--- src/hdl/alu8_pkg.sv ---
`timescale 1ns / 1ps

package alu8_pkg;

    localparam int unsigned DATA_W  = 8;
    localparam int unsigned FUNC_W  = 5;
    localparam int unsigned INDEX_W = 3;

    localparam logic [3:0]        NIBBLE_MAX  = 4'hF;
    localparam logic [3:0]        BCD_MAX     = 4'h9;
    localparam logic [DATA_W-1:0] DAA_LIMIT   = 8'h99;
    localparam logic [DATA_W-1:0] DAA_ADJ_LO  = 8'h06;
    localparam logic [DATA_W-1:0] DAA_ADJ_HI  = 8'h60;
    localparam logic [DATA_W-1:0] BYTE_ONES   = 8'hFF;

    typedef enum logic [FUNC_W-1:0] {
        FUNC_ADD  = 5'd0,
        FUNC_ADC  = 5'd1,
        FUNC_SUB  = 5'd2,
        FUNC_SBC  = 5'd3,
        FUNC_AND  = 5'd4,
        FUNC_XOR  = 5'd5,
        FUNC_OR   = 5'd6,
        FUNC_CP   = 5'd7,
        FUNC_INC  = 5'd8,
        FUNC_DEC  = 5'd9,
        FUNC_RLCA = 5'd10,
        FUNC_RRCA = 5'd11,
        FUNC_RLA  = 5'd12,
        FUNC_RRA  = 5'd13,
        FUNC_DAA  = 5'd14,
        FUNC_CPL  = 5'd15,
        FUNC_SCF  = 5'd16,
        FUNC_CCF  = 5'd17,
        FUNC_RLC  = 5'd18,
        FUNC_RRC  = 5'd19,
        FUNC_RL   = 5'd20,
        FUNC_RR   = 5'd21,
        FUNC_SLA  = 5'd22,
        FUNC_SRA  = 5'd23,
        FUNC_SWAP = 5'd24,
        FUNC_BIT  = 5'd25,
        FUNC_RES  = 5'd26,
        FUNC_SET  = 5'd27
    } t_func;

    typedef struct packed {
        t_func               func;
        logic [DATA_W-1:0]   accumulator;
        logic [DATA_W-1:0]   operand;
        logic [INDEX_W-1:0]  bit_index;
        logic                zero_in;
        logic                subtract_in;
        logic                half_carry_in;
        logic                carry_in;
    } t_in_item;

    typedef struct packed {
        logic [DATA_W-1:0]   result;
        logic                zero_out;
        logic                subtract_out;
        logic                half_carry_out;
        logic                carry_out;
    } t_out_item;

endpackage

--- src/hdl/alu8_in_if.sv ---
`timescale 1ns / 1ps

interface alu8_in_if;
    logic                             valid;
    logic                             ready;
    logic [alu8_pkg::FUNC_W-1:0]      func;
    logic [alu8_pkg::DATA_W-1:0]      accumulator;
    logic [alu8_pkg::DATA_W-1:0]      operand;
    logic [alu8_pkg::INDEX_W-1:0]     bit_index;
    logic                             zero_in;
    logic                             subtract_in;
    logic                             half_carry_in;
    logic                             carry_in;

    modport source (
        output valid, func, accumulator, operand, bit_index,
               zero_in, subtract_in, half_carry_in, carry_in,
        input  ready
    );

    modport sink (
        input  valid, func, accumulator, operand, bit_index,
               zero_in, subtract_in, half_carry_in, carry_in,
        output ready
    );
endinterface

--- src/hdl/alu8_out_if.sv ---
`timescale 1ns / 1ps

interface alu8_out_if;
    logic                          valid;
    logic                          ready;
    logic [alu8_pkg::DATA_W-1:0]   result;
    logic                          zero_out;
    logic                          subtract_out;
    logic                          half_carry_out;
    logic                          carry_out;

    modport source (
        output valid, result, zero_out, subtract_out, half_carry_out, carry_out,
        input  ready
    );

    modport sink (
        input  valid, result, zero_out, subtract_out, half_carry_out, carry_out,
        output ready
    );
endinterface

--- src/hdl/alu8_exec.sv ---
`timescale 1ns / 1ps

module alu8_exec (
    input  alu8_pkg::t_in_item  i_item,
    output alu8_pkg::t_out_item o_item
);

    logic [alu8_pkg::DATA_W-1:0] a;
    logic [alu8_pkg::DATA_W-1:0] v;
    logic                        cin;
    logic [alu8_pkg::DATA_W:0]   sum9;
    logic [4:0]                  sum_lo;
    logic [alu8_pkg::DATA_W:0]   diff9;
    logic [4:0]                  diff_lo;
    logic [alu8_pkg::DATA_W-1:0] bit_mask;
    logic                        daa_hi;
    logic                        daa_lo;
    logic [alu8_pkg::DATA_W-1:0] daa_adj;
    logic [alu8_pkg::DATA_W-1:0] r;
    logic                        z;
    logic                        n;
    logic                        h;
    logic                        c;
    logic                        zero_from_r;

    assign a = i_item.accumulator;
    assign v = i_item.operand;

    // carry/borrow in only for adc and sbc
    assign cin = ((i_item.func == alu8_pkg::FUNC_ADC) || (i_item.func == alu8_pkg::FUNC_SBC))
                 ? i_item.carry_in : 1'b0;

    assign sum9    = {1'b0, a} + {1'b0, v} + {{alu8_pkg::DATA_W{1'b0}}, cin};
    assign sum_lo  = {1'b0, a[3:0]} + {1'b0, v[3:0]} + {4'd0, cin};
    assign diff9   = {1'b0, a} - {1'b0, v} - {{alu8_pkg::DATA_W{1'b0}}, cin};
    assign diff_lo = {1'b0, a[3:0]} - {1'b0, v[3:0]} - {4'd0, cin};

    assign bit_mask = {{(alu8_pkg::DATA_W-1){1'b0}}, 1'b1} << i_item.bit_index;

    // decimal adjust: both tests look at the unadjusted accumulator
    assign daa_hi  = i_item.subtract_in ? i_item.carry_in
                                        : (i_item.carry_in || (a > alu8_pkg::DAA_LIMIT));
    assign daa_lo  = i_item.subtract_in ? i_item.half_carry_in
                                        : (i_item.half_carry_in || (a[3:0] > alu8_pkg::BCD_MAX));
    assign daa_adj = (daa_hi ? alu8_pkg::DAA_ADJ_HI : '0) | (daa_lo ? alu8_pkg::DAA_ADJ_LO : '0);

    always_comb begin
        r           = a;
        z           = i_item.zero_in;
        n           = i_item.subtract_in;
        h           = i_item.half_carry_in;
        c           = i_item.carry_in;
        zero_from_r = 1'b0;
        case (i_item.func)
            alu8_pkg::FUNC_ADD, alu8_pkg::FUNC_ADC: begin
                r = sum9[alu8_pkg::DATA_W-1:0];
                n = 1'b0;
                h = sum_lo[4];
                c = sum9[alu8_pkg::DATA_W];
                zero_from_r = 1'b1;
            end
            alu8_pkg::FUNC_SUB, alu8_pkg::FUNC_SBC: begin
                r = diff9[alu8_pkg::DATA_W-1:0];
                n = 1'b1;
                h = diff_lo[4];
                c = diff9[alu8_pkg::DATA_W];
                zero_from_r = 1'b1;
            end
            alu8_pkg::FUNC_CP: begin
                // flags of sub, accumulator unchanged
                n = 1'b1;
                h = diff_lo[4];
                c = diff9[alu8_pkg::DATA_W];
                z = (diff9[alu8_pkg::DATA_W-1:0] == '0);
            end
            alu8_pkg::FUNC_AND: begin
                r = a & v; n = 1'b0; h = 1'b1; c = 1'b0; zero_from_r = 1'b1;
            end
            alu8_pkg::FUNC_XOR: begin
                r = a ^ v; n = 1'b0; h = 1'b0; c = 1'b0; zero_from_r = 1'b1;
            end
            alu8_pkg::FUNC_OR: begin
                r = a | v; n = 1'b0; h = 1'b0; c = 1'b0; zero_from_r = 1'b1;
            end
            alu8_pkg::FUNC_INC: begin
                r = v + 8'd1;
                n = 1'b0;
                h = (v[3:0] == alu8_pkg::NIBBLE_MAX);
                zero_from_r = 1'b1;
            end
            alu8_pkg::FUNC_DEC: begin
                r = v - 8'd1;
                n = 1'b1;
                h = (v[3:0] == 4'd0);
                zero_from_r = 1'b1;
            end
            alu8_pkg::FUNC_RLCA: begin
                r = {a[6:0], a[7]}; c = a[7]; z = 1'b0; n = 1'b0; h = 1'b0;
            end
            alu8_pkg::FUNC_RRCA: begin
                r = {a[0], a[7:1]}; c = a[0]; z = 1'b0; n = 1'b0; h = 1'b0;
            end
            alu8_pkg::FUNC_RLA: begin
                r = {a[6:0], i_item.carry_in}; c = a[7]; z = 1'b0; n = 1'b0; h = 1'b0;
            end
            alu8_pkg::FUNC_RRA: begin
                r = {i_item.carry_in, a[7:1]}; c = a[0]; z = 1'b0; n = 1'b0; h = 1'b0;
            end
            alu8_pkg::FUNC_DAA: begin
                r = i_item.subtract_in ? (a - daa_adj) : (a + daa_adj);
                if (!i_item.subtract_in && daa_hi) begin
                    c = 1'b1;
                end
                h = 1'b0;
                zero_from_r = 1'b1;
            end
            alu8_pkg::FUNC_CPL: begin
                r = a ^ alu8_pkg::BYTE_ONES; n = 1'b1; h = 1'b1;
            end
            alu8_pkg::FUNC_SCF: begin
                n = 1'b0; h = 1'b0; c = 1'b1;
            end
            alu8_pkg::FUNC_CCF: begin
                n = 1'b0; h = 1'b0; c = ~i_item.carry_in;
            end
            alu8_pkg::FUNC_RLC: begin
                r = {v[6:0], v[7]}; c = v[7]; n = 1'b0; h = 1'b0; zero_from_r = 1'b1;
            end
            alu8_pkg::FUNC_RRC: begin
                r = {v[0], v[7:1]}; c = v[0]; n = 1'b0; h = 1'b0; zero_from_r = 1'b1;
            end
            alu8_pkg::FUNC_RL: begin
                r = {v[6:0], i_item.carry_in}; c = v[7]; n = 1'b0; h = 1'b0;
                zero_from_r = 1'b1;
            end
            alu8_pkg::FUNC_RR: begin
                r = {i_item.carry_in, v[7:1]}; c = v[0]; n = 1'b0; h = 1'b0;
                zero_from_r = 1'b1;
            end
            alu8_pkg::FUNC_SLA: begin
                r = {v[6:0], 1'b0}; c = v[7]; n = 1'b0; h = 1'b0; zero_from_r = 1'b1;
            end
            alu8_pkg::FUNC_SRA: begin
                r = {v[7], v[7:1]}; c = v[0]; n = 1'b0; h = 1'b0; zero_from_r = 1'b1;
            end
            alu8_pkg::FUNC_SWAP: begin
                r = {v[3:0], v[7:4]}; n = 1'b0; h = 1'b0; c = 1'b0; zero_from_r = 1'b1;
            end
            alu8_pkg::FUNC_BIT: begin
                r = v;
                z = ~|(v & bit_mask);
                n = 1'b0;
                h = 1'b1;
            end
            alu8_pkg::FUNC_RES: begin
                r = v & ~bit_mask;
            end
            alu8_pkg::FUNC_SET: begin
                r = v | bit_mask;
            end
            default: begin
                r = a;
            end
        endcase
        if (zero_from_r) begin
            z = (r == '0);
        end
    end

    assign o_item.result         = r;
    assign o_item.zero_out       = z;
    assign o_item.subtract_out   = n;
    assign o_item.half_carry_out = h;
    assign o_item.carry_out      = c;

endmodule

--- src/hdl/eight_bit_alu_with_flags_core.sv ---
`timescale 1ns / 1ps

// eight-bit alu with flags: each input transfer carries an operation code, the
// accumulator, an operand, a bit index and the four incoming flags (zero,
// subtract, half-carry, carry); each output transfer carries the result byte and
// the four new flags, one result per input, in order. the block takes one
// transfer per cycle at full rate while the output is not stalled, and a result
// reaches the output through two registers: the input register is written at the
// accepting edge, and one pass through the alu logic lands in the result register
// once that register is empty or being drained. that single alu pass between the
// two registers sets the clock limit. when the output is stalled the result
// register holds and the input register can still take one more transfer; ready
// drops only when both registers are full and the sink is not ready. flags an
// operation does not touch are passed through from the inputs, and unused
// operation codes return the accumulator with all flags passed through. there is
// no configuration and no state beyond the pipeline.

module eight_bit_alu_with_flags_core (
    input  logic        i_clk,
    input  logic        i_rst_n,
    alu8_in_if.sink     i_req,
    alu8_out_if.source  o_rsp
);

    // input register stage
    logic                r_in_vld;
    alu8_pkg::t_in_item  r_in;
    // result register stage
    logic                r_out_vld;
    alu8_pkg::t_out_item r_out;

    alu8_pkg::t_out_item n_out;
    logic                stage_adv;
    logic                in_xfer;

    // result register can take a new value when empty or being drained
    assign stage_adv = !r_out_vld || o_rsp.ready;
    assign i_req.ready = !r_in_vld || stage_adv;
    assign in_xfer = i_req.valid && i_req.ready;

    always_ff @(posedge i_clk) begin
        if (!i_rst_n) begin
            r_in_vld <= 1'b0;
        end else if (i_req.ready) begin
            r_in_vld <= i_req.valid;
        end
    end

    always_ff @(posedge i_clk) begin
        if (in_xfer) begin
            r_in.func          <= alu8_pkg::t_func'(i_req.func);
            r_in.accumulator   <= i_req.accumulator;
            r_in.operand       <= i_req.operand;
            r_in.bit_index     <= i_req.bit_index;
            r_in.zero_in       <= i_req.zero_in;
            r_in.subtract_in   <= i_req.subtract_in;
            r_in.half_carry_in <= i_req.half_carry_in;
            r_in.carry_in      <= i_req.carry_in;
        end
    end

    // the whole operation in one combinational pass
    alu8_exec u_exec (
        .i_item (r_in),
        .o_item (n_out)
    );

    always_ff @(posedge i_clk) begin
        if (!i_rst_n) begin
            r_out_vld <= 1'b0;
        end else if (stage_adv) begin
            r_out_vld <= r_in_vld;
        end
    end

    always_ff @(posedge i_clk) begin
        if (stage_adv && r_in_vld) begin
            r_out <= n_out;
        end
    end

    assign o_rsp.valid          = r_out_vld;
    assign o_rsp.result         = r_out.result;
    assign o_rsp.zero_out       = r_out.zero_out;
    assign o_rsp.subtract_out   = r_out.subtract_out;
    assign o_rsp.half_carry_out = r_out.half_carry_out;
    assign o_rsp.carry_out      = r_out.carry_out;

`ifndef SYNTHESIS
    // an accepted transfer always lands in the input register
    a_in_lands: assert property (@(posedge i_clk) disable iff (!i_rst_n)
        in_xfer |=> r_in_vld)
        else $error("accepted transfer not held in input register");

    // a blocked input item is neither dropped nor altered
    a_in_holds: assert property (@(posedge i_clk) disable iff (!i_rst_n)
        (r_in_vld && !stage_adv) |=> (r_in_vld && $stable(r_in)))
        else $error("blocked input item lost or changed");

    // an item that moves forward shows up as a result
    a_out_lands: assert property (@(posedge i_clk) disable iff (!i_rst_n)
        (r_in_vld && stage_adv) |=> o_rsp.valid)
        else $error("advanced item did not reach result register");

    // compare leaves the accumulator as the result
    a_cp_keeps_acc: assert property (@(posedge i_clk) disable iff (!i_rst_n)
        (r_in_vld && stage_adv && (r_in.func == alu8_pkg::FUNC_CP))
        |=> (o_rsp.result == $past(r_in.accumulator)))
        else $error("compare changed the accumulator");
`endif

endmodule

--- src/flat_wrapper.sv ---
// flat-port wrapper written by rule: the top's interface ports become plain ports
module eight_bit_alu_with_flags_core_flat 
  (i_clk, i_rst_n, i_req_valid, i_req_func, i_req_accumulator, i_req_operand, i_req_bit_index, i_req_zero_in, i_req_subtract_in, i_req_half_carry_in, i_req_carry_in, i_req_ready, o_rsp_valid, o_rsp_result, o_rsp_zero_out, o_rsp_subtract_out, o_rsp_half_carry_out, o_rsp_carry_out, o_rsp_ready);
  alu8_in_if i_req_i ();
  alu8_out_if o_rsp_i ();
  input  logic i_clk;
  input  logic i_rst_n;
  input wire logic [$bits(i_req_i.valid)-1:0] i_req_valid;
  input wire logic [$bits(i_req_i.func)-1:0] i_req_func;
  input wire logic [$bits(i_req_i.accumulator)-1:0] i_req_accumulator;
  input wire logic [$bits(i_req_i.operand)-1:0] i_req_operand;
  input wire logic [$bits(i_req_i.bit_index)-1:0] i_req_bit_index;
  input wire logic [$bits(i_req_i.zero_in)-1:0] i_req_zero_in;
  input wire logic [$bits(i_req_i.subtract_in)-1:0] i_req_subtract_in;
  input wire logic [$bits(i_req_i.half_carry_in)-1:0] i_req_half_carry_in;
  input wire logic [$bits(i_req_i.carry_in)-1:0] i_req_carry_in;
  output wire logic [$bits(i_req_i.ready)-1:0] i_req_ready;
  output wire logic [$bits(o_rsp_i.valid)-1:0] o_rsp_valid;
  output wire logic [$bits(o_rsp_i.result)-1:0] o_rsp_result;
  output wire logic [$bits(o_rsp_i.zero_out)-1:0] o_rsp_zero_out;
  output wire logic [$bits(o_rsp_i.subtract_out)-1:0] o_rsp_subtract_out;
  output wire logic [$bits(o_rsp_i.half_carry_out)-1:0] o_rsp_half_carry_out;
  output wire logic [$bits(o_rsp_i.carry_out)-1:0] o_rsp_carry_out;
  input wire logic [$bits(o_rsp_i.ready)-1:0] o_rsp_ready;
  assign i_req_i.valid = i_req_valid;
  assign i_req_i.func = i_req_func;
  assign i_req_i.accumulator = i_req_accumulator;
  assign i_req_i.operand = i_req_operand;
  assign i_req_i.bit_index = i_req_bit_index;
  assign i_req_i.zero_in = i_req_zero_in;
  assign i_req_i.subtract_in = i_req_subtract_in;
  assign i_req_i.half_carry_in = i_req_half_carry_in;
  assign i_req_i.carry_in = i_req_carry_in;
  assign i_req_ready = i_req_i.ready;
  assign o_rsp_valid = o_rsp_i.valid;
  assign o_rsp_result = o_rsp_i.result;
  assign o_rsp_zero_out = o_rsp_i.zero_out;
  assign o_rsp_subtract_out = o_rsp_i.subtract_out;
  assign o_rsp_half_carry_out = o_rsp_i.half_carry_out;
  assign o_rsp_carry_out = o_rsp_i.carry_out;
  assign o_rsp_i.ready = o_rsp_ready;
  eight_bit_alu_with_flags_core u_core (.i_clk(i_clk), .i_rst_n(i_rst_n), .i_req(i_req_i), .o_rsp(o_rsp_i));
endmodule
--- config.mk ---
export PLATFORM = sky130hd
export DESIGN_NAME = eight_bit_alu_with_flags_core_flat
export DESIGN_NICKNAME = d
export VERILOG_FILES = /design/src/hdl/alu8_pkg.sv /design/src/hdl/alu8_in_if.sv /design/src/hdl/alu8_out_if.sv /design/src/hdl/alu8_exec.sv /design/src/hdl/eight_bit_alu_with_flags_core.sv /design/src/flat_wrapper.sv
export SDC_FILE = /design/constraint.sdc
export NUM_CORES = 1
export LEC_CHECK = 0
export BUFFER_PORTS_ARGS = -buffer_cell sky130_fd_sc_hd__buf_2
export CAP_MARGIN = 30
export CORE_MARGIN = 5
export CORE_UTILIZATION = 35
export DETAILED_ROUTE_END_ITERATION = 6
export GPL_TIMING_DRIVEN = 0
export PLACE_DENSITY = 0.58
export SLEW_MARGIN = 0
export SYNTH_ARGS = -nofsm -noshare
export SYNTH_HDL_FRONTEND = slang
export SYNTH_HIERARCHICAL = 1
export SYNTH_SLANG_ARGS = --single-unit
--- constraint.sdc ---
create_clock -name i_clk -period 9.14 [get_ports i_clk]
set_input_delay 1.371 -clock i_clk [delete_from_list [all_inputs] [get_ports i_clk]]
set_output_delay 1.371 -clock i_clk [all_outputs]
set_load 0.02 [all_outputs]
==> results.json, run 1 <==
{
  "critPathMaxStageDelay_ns": 0.52,
  "drive_gt1_frac": 0.1626,
  "drtIter0Drc": 794,
  "placed_cell_area_um2": 5305,
  "r2r-end": "u_core/o_rsp.zero_out",
  "worst-path-max-fanout": 10,
  "required_ns": 9.31,
  "post-route-period-util": 0.6521,
  "maxSlewViolCount": 0,
  "tightest_slew_ns": 1.064,
  "timing.final.crit_period_ns": 5.960,
  "die_area_um2": 16160,
  "hold_viol": 0,
  "clockBufferDepth": 2,
  "grt_pass1_vias": 4874,
  "cap_viol_max_count": 0,
  "synth-seq-cells": 42,
  "r2r_cells": 16,
  "fmax_mhz": 167.8,
  "drtPass1Iterations": 6,
  "grt.total_usage": 0.2388,
  "crit_type": "reg -> reg",
  "viasPerCell": 6.342,
  "clk_latency_ns": 0.30,
  "cts_made_buffers": 5,
  "rrSetupSlack_ns": 3.18,
  "pin_count": 46,
  "cts_tree": "yes",
  "grt_max_degree": 26,
  "cts_resized": 0,
  "hpwl_um": 15090,
  "setup_tns_ns": 0,
  "synth-main-ff-cell": "edfxtp_1",
  "setup_violations": 0,
  "synth_cells": 563,
  "rows": 42,
  "io_buffers": 45,
  "cts_sinks": 42,
  "die_w_um": 127.1,
  "cts_root_buf": "clkbuf_16",
  "cp-startpoint": "u_core/r_in[23]",
  "core_um2": 13350,
  "antenna_found_initial": 0,
  "crit_path_start_kind": "flop",
  "rsz0062_at_grt": "no",
  "cp_slowest_cell": "fa_1",
  "cts_setup_buffers": 0,
  "fin_total_pwr_mw": 0.6960,
  "vias": 5061,
  "syn_nets": 637,
  "cts_htree_levels": 2,
  "critical_path_buf_inv_count": 5,
  "synth_area_um2": 4801,
  "syn_area_per_cell_um2": 8.527,
  "hold_start": "u_core/o_rsp.valid",
  "cp_top_family": "simple AND/OR/NAND/NOR gates",
  "p_leak_nw": 2.126,
  "postLayoutSetupSlackWorst_ns": 3.180,
  "dp_slack_ns": 3.342,
  "syn_to_final_growth_pct": 14.02,
  "ir_worst_vdd_uv": 86.94,
  "relSlewSlack": 0.2722,
  "ant_nets": 0,
  "synth_seq_area_share": 0.2585,
  "nets": 694,
  "die_h_um": 127.1,
  "worstPathArrival_ns": 6.13,
  "ys_warn_count": 6,
  "whs_path_depth": 2,
  "r2r-start": "u_core/r_in[23]",
  "avgRoutedWirePerCell_um": 24.65,
  "drc": 0,
  "synth.distinct_cells": 81,
  "cts_hold_buf": 0,
  "status": "finished clean",
  "async_flop_share": 0,
  "wl_um": 19670,
  "initial_core_util": 0.3597,
  "crit_chain": "buf_2, buf_2, buf_1, buf_1, nand4_1, fa_1, fa_1, nand2b_1, a21oi_1, xor2_1, o2111ai_1, or4_4, or4b_1, or4_1, o31ai_2, buf_4",
  "synth_edf_count": 40,
  "power.density_nw_per_um2": 127.1,
  "grt_first_pass_wirelength_um": 29390,
  "hp-class": "reg -> reg",
  "critPathCaptureType": "flop",
  "fin_area_um2": 5474,
  "min_to": "u_core/r_in_vld",
  "clock_skew_ns": 0.009673,
  "globalplace.congestion": 1.030,
  "grt_overflow": 0,
  "clk_pin_slew_worst_paths_ns": 0.06
}
## through the flow
stage	cells	utilization	hold WS, ns
2_1_floorplan	563	-	0.5322
3_3_place_gp	784	0.3930	0.5067
6_report	798	0.4101	0.5352
5_1_grt	797	0.4099	0.5624
4_1_cts	797	0.4099	0.5375
3_5_place_dp	789	0.3975	0.5268
## layer usage
metal,GRT usage,vias to the layer above,part of all wire
li1,-,2249,-
met1,0.3162,2401,0.40
met2,0.3814,344,0.45
met3,0.04341,67,0.10
met4,0.1054,0,0.046
met5,0,-,0
## logic make-up after synthesis
family          count (synthesis)  synth area share
simple gates                  202            0.2353
compound gates                169            0.2463
buf+inv                        73           0.07063
fa+ha+maj                      42            0.1173
flops                          42            0.2585
xor+xnor                       22           0.04404
mux                            13           0.02789
## tightest hold or removal path, delay by kind of cell (launching register included)
family,cells,cell delay [ns]
AND/OR/NAND/NOR,1,0.09
flip-flops,1,0.34
AO/OA/AOI/OAI,1,0.06
## registers in the layout, summed over array words and instances (netlist names)
signal / cells
u_core/o_rsp.half_carry_out: 1
u_core/o_rsp.carry_out: 1
u_core/o_rsp.zero_out: 1
u_core/r_in: 28
u_core/o_rsp.result: 8
u_core/r_in_vld: 1
u_core/o_rsp.valid: 1
u_core/o_rsp.subtract_out: 1
## layout make-up
cell class | count | area [µm²]
timing repair buffer | 50 | 272.8
multi-input combinational | 448 | 3232
clock inverter | 2 | 37.54
clock buffer | 6 | 128.9
antenna | 1 | 2.502
buffer | 40 | 215.2
tap | 176 | 220.2
fill | 1379 | 7874
sequential | 42 | 1241
inverter | 33 | 123.9
## where the power goes
group	internal (mW)	leakage, nW	switching (mW)
combinational	0.0939	1.64	0.153
sequential	0.227	0.404	0.0158
clock	0.129	0.0771	0.0772
## worst max-delay path by stage
stage,cells past startpoint,end,slack (ns)
after CTS,16,u_core/o_rsp.zero_out,3.31
after global placement,16,u_core/o_rsp.zero_out,3.32
after detailed placement,16,u_core/o_rsp.zero_out,3.34
after floorplan,16,u_core/o_rsp.zero_out,4.34
after global routing,16,u_core/o_rsp.zero_out,3.04
final,16,u_core/o_rsp.zero_out,3.18
## cells in the mapped netlist, types with 6 or more instances
cell / number / area (µm²)
a22oi_1: 10 / 75.07
nand3_1: 16 / 80.08
nand2_1: 32 / 120.1
nor2b_1: 13 / 81.33
mux2i_1: 10 / 100.1
buf_2: 10 / 50.05
buf_4: 6 / 45.04
ha_1: 37 / 462.9
o21ai_0: 38 / 190.2
nor3_1: 33 / 165.2
o31ai_1: 7 / 52.55
nor4_1: 7 / 43.79
inv_1: 33 / 123.9
a31oi_1: 6 / 37.54
clkbuf_1: 16 / 60.06
xnor2_1: 16 / 140.1
nor2_1: 38 / 142.6
nand4_1: 6 / 37.54
edfxtp_1: 40 / 1201
nand2b_1: 10 / 62.56
a211oi_1: 10 / 75.07
a21oi_1: 30 / 150.1
## cell usage in the layout, fill, tap and decap left out, types with 4 or more instances in the layout
cell type and n:
a211oi_1 10, a21oi_1 29, a221oi_1 5, a22oi_1 10, a31oi_1 6, a32oi_1 5
and3_1 4, buf_1 4, buf_2 56, buf_4 9, buf_6 4, clkbuf_1 17
clkbuf_16 5, edfxtp_1 40, fa_1 5, ha_1 37, inv_1 33, mux2i_1 10
nand2_1 32, nand2b_1 10, nand3_1 16, nand3b_1 5, nand4_1 6, nor2_1 38
nor2b_1 13, nor3_1 33, nor3b_1 5, nor4_1 7, nor4b_1 4, o211ai_1 5
o21ai_0 38, o21bai_1 4, o31ai_1 7, or2_2 5, or4_1 5, xnor2_1 16
xor2_1 5
(Power assumes the default switching activity.)
==> inputs of run 2 (changes only) <==
PLACE_DENSITY = 0.6   (was 0.58)
clock period = 4.9 ns   (was 9.14 ns; I/O delays follow)
==> run 2 against run 1 <==
Against the previous run:
- fmax is 25% higher
- clock skew fell by 0.0019 ns
- die area is the same
- first-iteration DRC count fell by 25%
- wire length grew 3.3%
- count of clock-buffer cells in the layout unchanged
- combinational power grew 91%
- core utilization grew 0.38 points
- via count is 1.9% lower
- critical path depth fell by 1
- sequential share of layout area is 0.21 points lower
- critical endpoint unchanged
==> results.json, run 2 (synthesized netlist as in run 1, its figures left out) <==
{
  "drive_gt1_frac": 0.1782,
  "power.density_nw_per_um2": 225.9,
  "die_h_um": 127.1,
  "cts_tree": "yes",
  "p_leak_nw": 2.154,
  "die_area_um2": 16160,
  "antenna_found_initial": 1,
  "fmax_mhz": 210.3,
  "post-route-period-util": 0.9706,
  "finalNonFillerCells": 799,
  "status": "finished clean",
  "setup_violations": 0,
  "p_sw_mw": 0.4553,
  "dpl.cell_count": 790,
  "p_comb_frac": 0.379,
  "clk_pin_slew_worst_paths_ns": 0.06,
  "pin_count": 46,
  "drc": 0,
  "p_sw_frac": 0.3648,
  "relSlewSlack": 0.3824,
  "hp-class": "reg -> reg",
  "hold_viol": 0,
  "maxSlewViolCount": 0,
  "globalplace.congestion": 1.024,
  "diodes": 0,
  "clk_latency_ns": 0.29,
  "p_seq_frac": 0.362,
  "hpwl_um": 15790,
  "wl_um": 20310,
  "intPower_mw": 0.7929,
  "worst-path-max-fanout": 19,
  "rows": 42,
  "fin_area_um2": 5525,
  "cts_htree_levels": 2,
  "clock_skew_ns": 0.007777,
  "cts_root_buf": "clkbuf_16",
  "viasPerCell": 6.217,
  "crit_path_start_kind": "flop",
  "drtPass1Iterations": 5,
  "avgRoutedWirePerCell_um": 25.42,
  "die_w_um": 127.1,
  "grt_max_degree": 23,
  "vias": 4967,
  "power_frac_clock": 0.259,
  "nets": 696,
  "grt_first_pass_wirelength_um": 29840,
  "tightest_slew_ns": 0.9223,
  "placed_cell_area_um2": 5320,
  "final_cell_mix": "53 x buf_2, 40 x edfxtp_1, 38 x o21ai_0",
  "fin_hold_ws_ns": 0.5403,
  "fillers": 1378,
  "ir_worst_vdd_uv": 120.9,
  "grt_overflow": 0,
  "core_um2": 13350,
  "cts_made_buffers": 5,
  "drtIter0Drc": 598,
  "worstPathArrival_ns": 4.92,
  "initial_core_util": 0.3597,
  "io_buffers": 45,
  "grt_pass1_vias": 4824,
  "setup_tns_ns": 0,
  "top_register": "u_core/r_in",
  "largest_reg_flops": 28,
  "syn_to_final_growth_pct": 15.09,
  "mostFrequentLayoutCell": "buf_2",
  "clockBufferDepth": 2,
  "ant_nets": 0,
  "critPathCaptureType": "flop",
  "crit_type": "reg -> reg",
  "grt.total_usage": 0.2456,
  "cap_viol_max_count": 0,
  "required_ns": 5.07,
  "timing.final.crit_period_ns": 4.756,
  "rsz0062_at_grt": "no",
  "cts_sinks": 42
}
-- run 2: through the flow --
step                utilization  worst slack [ns]  power (mW)
floorplan                     -           0.09669      0.7560
global placement         0.3930            -1.227      0.9023
detailed placement       0.3986            -1.116      0.9063
CTS                      0.4130          0.004200       1.248
global route             0.4139          0.007374       1.311
finish                   0.4139            0.1441       1.248
-- run 2: final timing paths --
check                          start                     to  slack [ns]  depth (start not counted)
setup / recovery     u_core/r_in[26]  u_core/o_rsp.zero_out        0.14                         15
hold / removal    u_core/o_rsp.valid        u_core/r_in_vld        0.54                          2
setup reg to reg     u_core/r_in[26]  u_core/o_rsp.zero_out        0.14                         15
hold reg to reg   u_core/o_rsp.valid        u_core/r_in_vld        0.54                          2
-- run 2: routing by layer --
layer  routed length, µm  up-vias  GRT usage
li1                    -     2257          -
met1                8506     2356     0.3251
met2                9137      293     0.3917
met3                1641       59    0.04466
met4                1017        2     0.1091
met5                   9        -          0
-- run 2: power by group through the flow --
| stage | logic (mW) | registers (mW) | clock network [mW] |
|---|---|---|---|
| 2_1_floorplan | 0.298 | 0.458 | 0 |
| 3_3_place_gp | 0.442 | 0.460 | 0 |
| 3_5_place_dp | 0.447 | 0.459 | 0 |
| 4_1_cts | 0.459 | 0.452 | 0.338 |
| 5_1_grt | 0.506 | 0.454 | 0.351 |
| 6_report | 0.473 | 0.452 | 0.323 |
-- run 2: cell type report --
| cell class | instances | area [µm²] | area share |
|---|---|---|---|
| multi-input combinational | 448 | 3263 | 0.5906 |
| sequential | 42 | 1241 | 0.2246 |
| timing repair buffer | 54 | 310.3 | 0.05616 |
| buffer | 38 | 229.0 | 0.04144 |
| tap | 176 | 220.2 | 0.03986 |
| clock buffer | 6 | 128.9 | 0.02332 |
| inverter | 33 | 123.9 | 0.02242 |
| clock inverter | 2 | 8.758 | 0.001585 |
-- run 2: repair_timing --
item	4_1_cts	5_1_grt
hold buffers	0	0
gates resized for setup	14	6
setup buffers	2	1
setup endpoints to repair	7	1
pin swaps	3	3
endpoints found under the hold margin	0	0
-- run 2: worst max-delay path: stages, from the launching register on --
cell	delay, ns
edfxtp_1	0.34
buf_2	0.18
buf_2	0.27
nor2_4	0.21
nand4_1	0.24
fa_2	0.45
fa_1	0.41
nand2b_2	0.25
a21oi_4	0.19
xor2_2	0.21
o2111ai_1	0.14
or4_4	0.44
or4b_1	0.53
or4_1	0.44
o31ai_2	0.19
buf_4	0.13
==> inputs of run 3 (changes only) <==
CORE_UTILIZATION = 55   (was 35)
PLACE_DENSITY = 0.84   (was 0.6)
==> run 3 against run 2 <==
Against the previous run:
- final cell count is 8.6% lower
- worst hold slack worse by 0.0097 ns
- fmax is 0.92% lower
- via count is 4.8% higher
- sequential share of layout area is 0.52 points higher
- design area is 2.3% lower
- clock skew is 0.00057 ns higher
- critical path depth is 1 higher
- flip-flop and latch count stayed put
- die area is 34% lower
==> results.json, run 3 (synthesized netlist as in run 1, its figures left out) <==
{
  "status": "finished clean",
  "grt_overflow": 0,
  "final_cell_mix": "52 x buf_2, 40 x edfxtp_1, 38 x o21ai_0",
  "placed_cell_area_um2": 5197,
  "nets": 695,
  "clk_pin_slew_worst_paths_ns": 0.09,
  "maxSlewViolCount": 0,
  "cts_made_buffers": 5,
  "clockBufferDepth": 2,
  "postLayoutSetupSlackWorst_ns": 0.1001,
  "core_um2": 8593,
  "fin_total_pwr_mw": 1.218,
  "grt_first_pass_wirelength_um": 28420,
  "pin_count": 46,
  "cap_viol_max_count": 0,
  "fmax_mhz": 208.3,
  "clk_latency_ns": 0.30,
  "hpwl_um": 14520,
  "p_leak_nw": 2.129,
  "fin_area_um2": 5400,
  "cp-startpoint": "u_core/r_in[23]",
  "ir_worst_vdd_uv": 156.9,
  "avgRoutedWirePerCell_um": 26.28,
  "drtIter0Drc": 655,
  "tightest_slew_ns": 1.023,
  "required_ns": 5.09,
  "timing.final.crit_period_ns": 4.800,
  "hold_viol": 0,
  "r2r-start": "u_core/r_in[23]",
  "globalplace.congestion": 1.093,
  "vias": 5204,
  "grt_pass1_vias": 4914,
  "die_area_um2": 10700,
  "setup_tns_ns": 0,
  "rsz0062_at_grt": "no",
  "worstPathArrival_ns": 4.99,
  "syn_to_final_growth_pct": 12.48,
  "clock_skew_ns": 0.008345,
  "top_register": "u_core/r_in",
  "cts_sinks": 42,
  "die_w_um": 103.4,
  "antenna_found_initial": 0,
  "wl_um": 19180,
  "hp-class": "reg -> reg",
  "cts_tree": "yes",
  "cts_root_buf": "clkbuf_8",
  "grt_max_degree": 28,
  "die_h_um": 103.4,
  "worst-path-max-fanout": 10,
  "initial_core_util": 0.5587,
  "dpl.cell_count": 718,
  "drive_gt1_frac": 0.1785,
  "mostFrequentLayoutCell": "buf_2",
  "crit_type": "reg -> reg",
  "crit_path_start_kind": "flop",
  "hold_start": "u_core/o_rsp.valid",
  "finalNonFillerCells": 730,
  "ant_nets": 0,
  "post-route-period-util": 0.9796,
  "drc": 0,
  "power.density_nw_per_um2": 225.6,
  "setup_violations": 0,
  "dp_slack_ns": -0.9337,
  "critPathCaptureType": "flop",
  "fin_hold_ws_ns": 0.5306,
  "final_util": 0.6284,
  "grt.total_usage": 0.3636,
  "viasPerCell": 7.129,
  "diodes": 0,
  "largest_reg_flops": 28,
  "io_buffers": 45,
  "drtPass1Iterations": 7,
  "relSlewSlack": 0.3130,
  "cts_htree_levels": 2,
  "rows": 34
}
==> run 3: where the power goes <==
| part | internal, mW | switching (mW) | total [mW] |
|---|---|---|---|
| registers | 0.422 | 0.0285 | 0.451 |
| logic | 0.181 | 0.295 | 0.476 |
| clock network | 0.152 | 0.139 | 0.292 |
==> run 3: final timing paths <==
check | endpoint | slack (ns) | depth (start not counted)
setup / recovery | u_core/o_rsp.zero_out | 0.10 | 16
hold / removal | u_core/r_in_vld | 0.53 | 2
hold reg to reg | u_core/r_in_vld | 0.53 | 2
setup reg to reg | u_core/o_rsp.zero_out | 0.10 | 16
==> run 3: cell type report <==
class	instances	area (µm²)
repair buffers	53	295.3
clock inverters	2	37.54
plain buffers	38	226.5
clock buffers	6	72.57
multi-input cells	448	3268
flip-flops and latches	42	1241
fillers	712	3193
inverters	33	123.9
well taps	108	135.1
==> run 3: per-layer routing <==
metal,vias up,part of all wire,GRT usage,routed length (µm)
met2,471,0.43,0.5686,8281
met3,122,0.12,0.06237,2319
li1,2250,-,-,-
met1,2361,0.38,0.4815,7264
met4,0,0.069,0.1882,1318
met5,-,0,0,0
==> run 3: what timing repair did <==
action,4_1_cts,5_1_grt
endpoints found under the setup margin,3,1
setup buffers,2,3
pin swaps,2,1
hold buffers,0,0
resized for setup,13,5
hold endpoints to repair,0,0
gates cloned,0,0
==> run 3: worst max-delay path: stages, from the launching register on <==
cell	delay [ns]
edfxtp_1	0.40
buf_6	0.12
buf_6	0.15
buf_4	0.19
buf_4	0.20
nand4_1	0.09
buf_4	0.19
fa_2	0.41
fa_1	0.42
nor2b_1	0.17
a22o_1	0.23
nor4_1	0.39
nor3b_1	0.49
or4b_1	0.48
or4_1	0.43
o31ai_2	0.19
buf_4	0.13
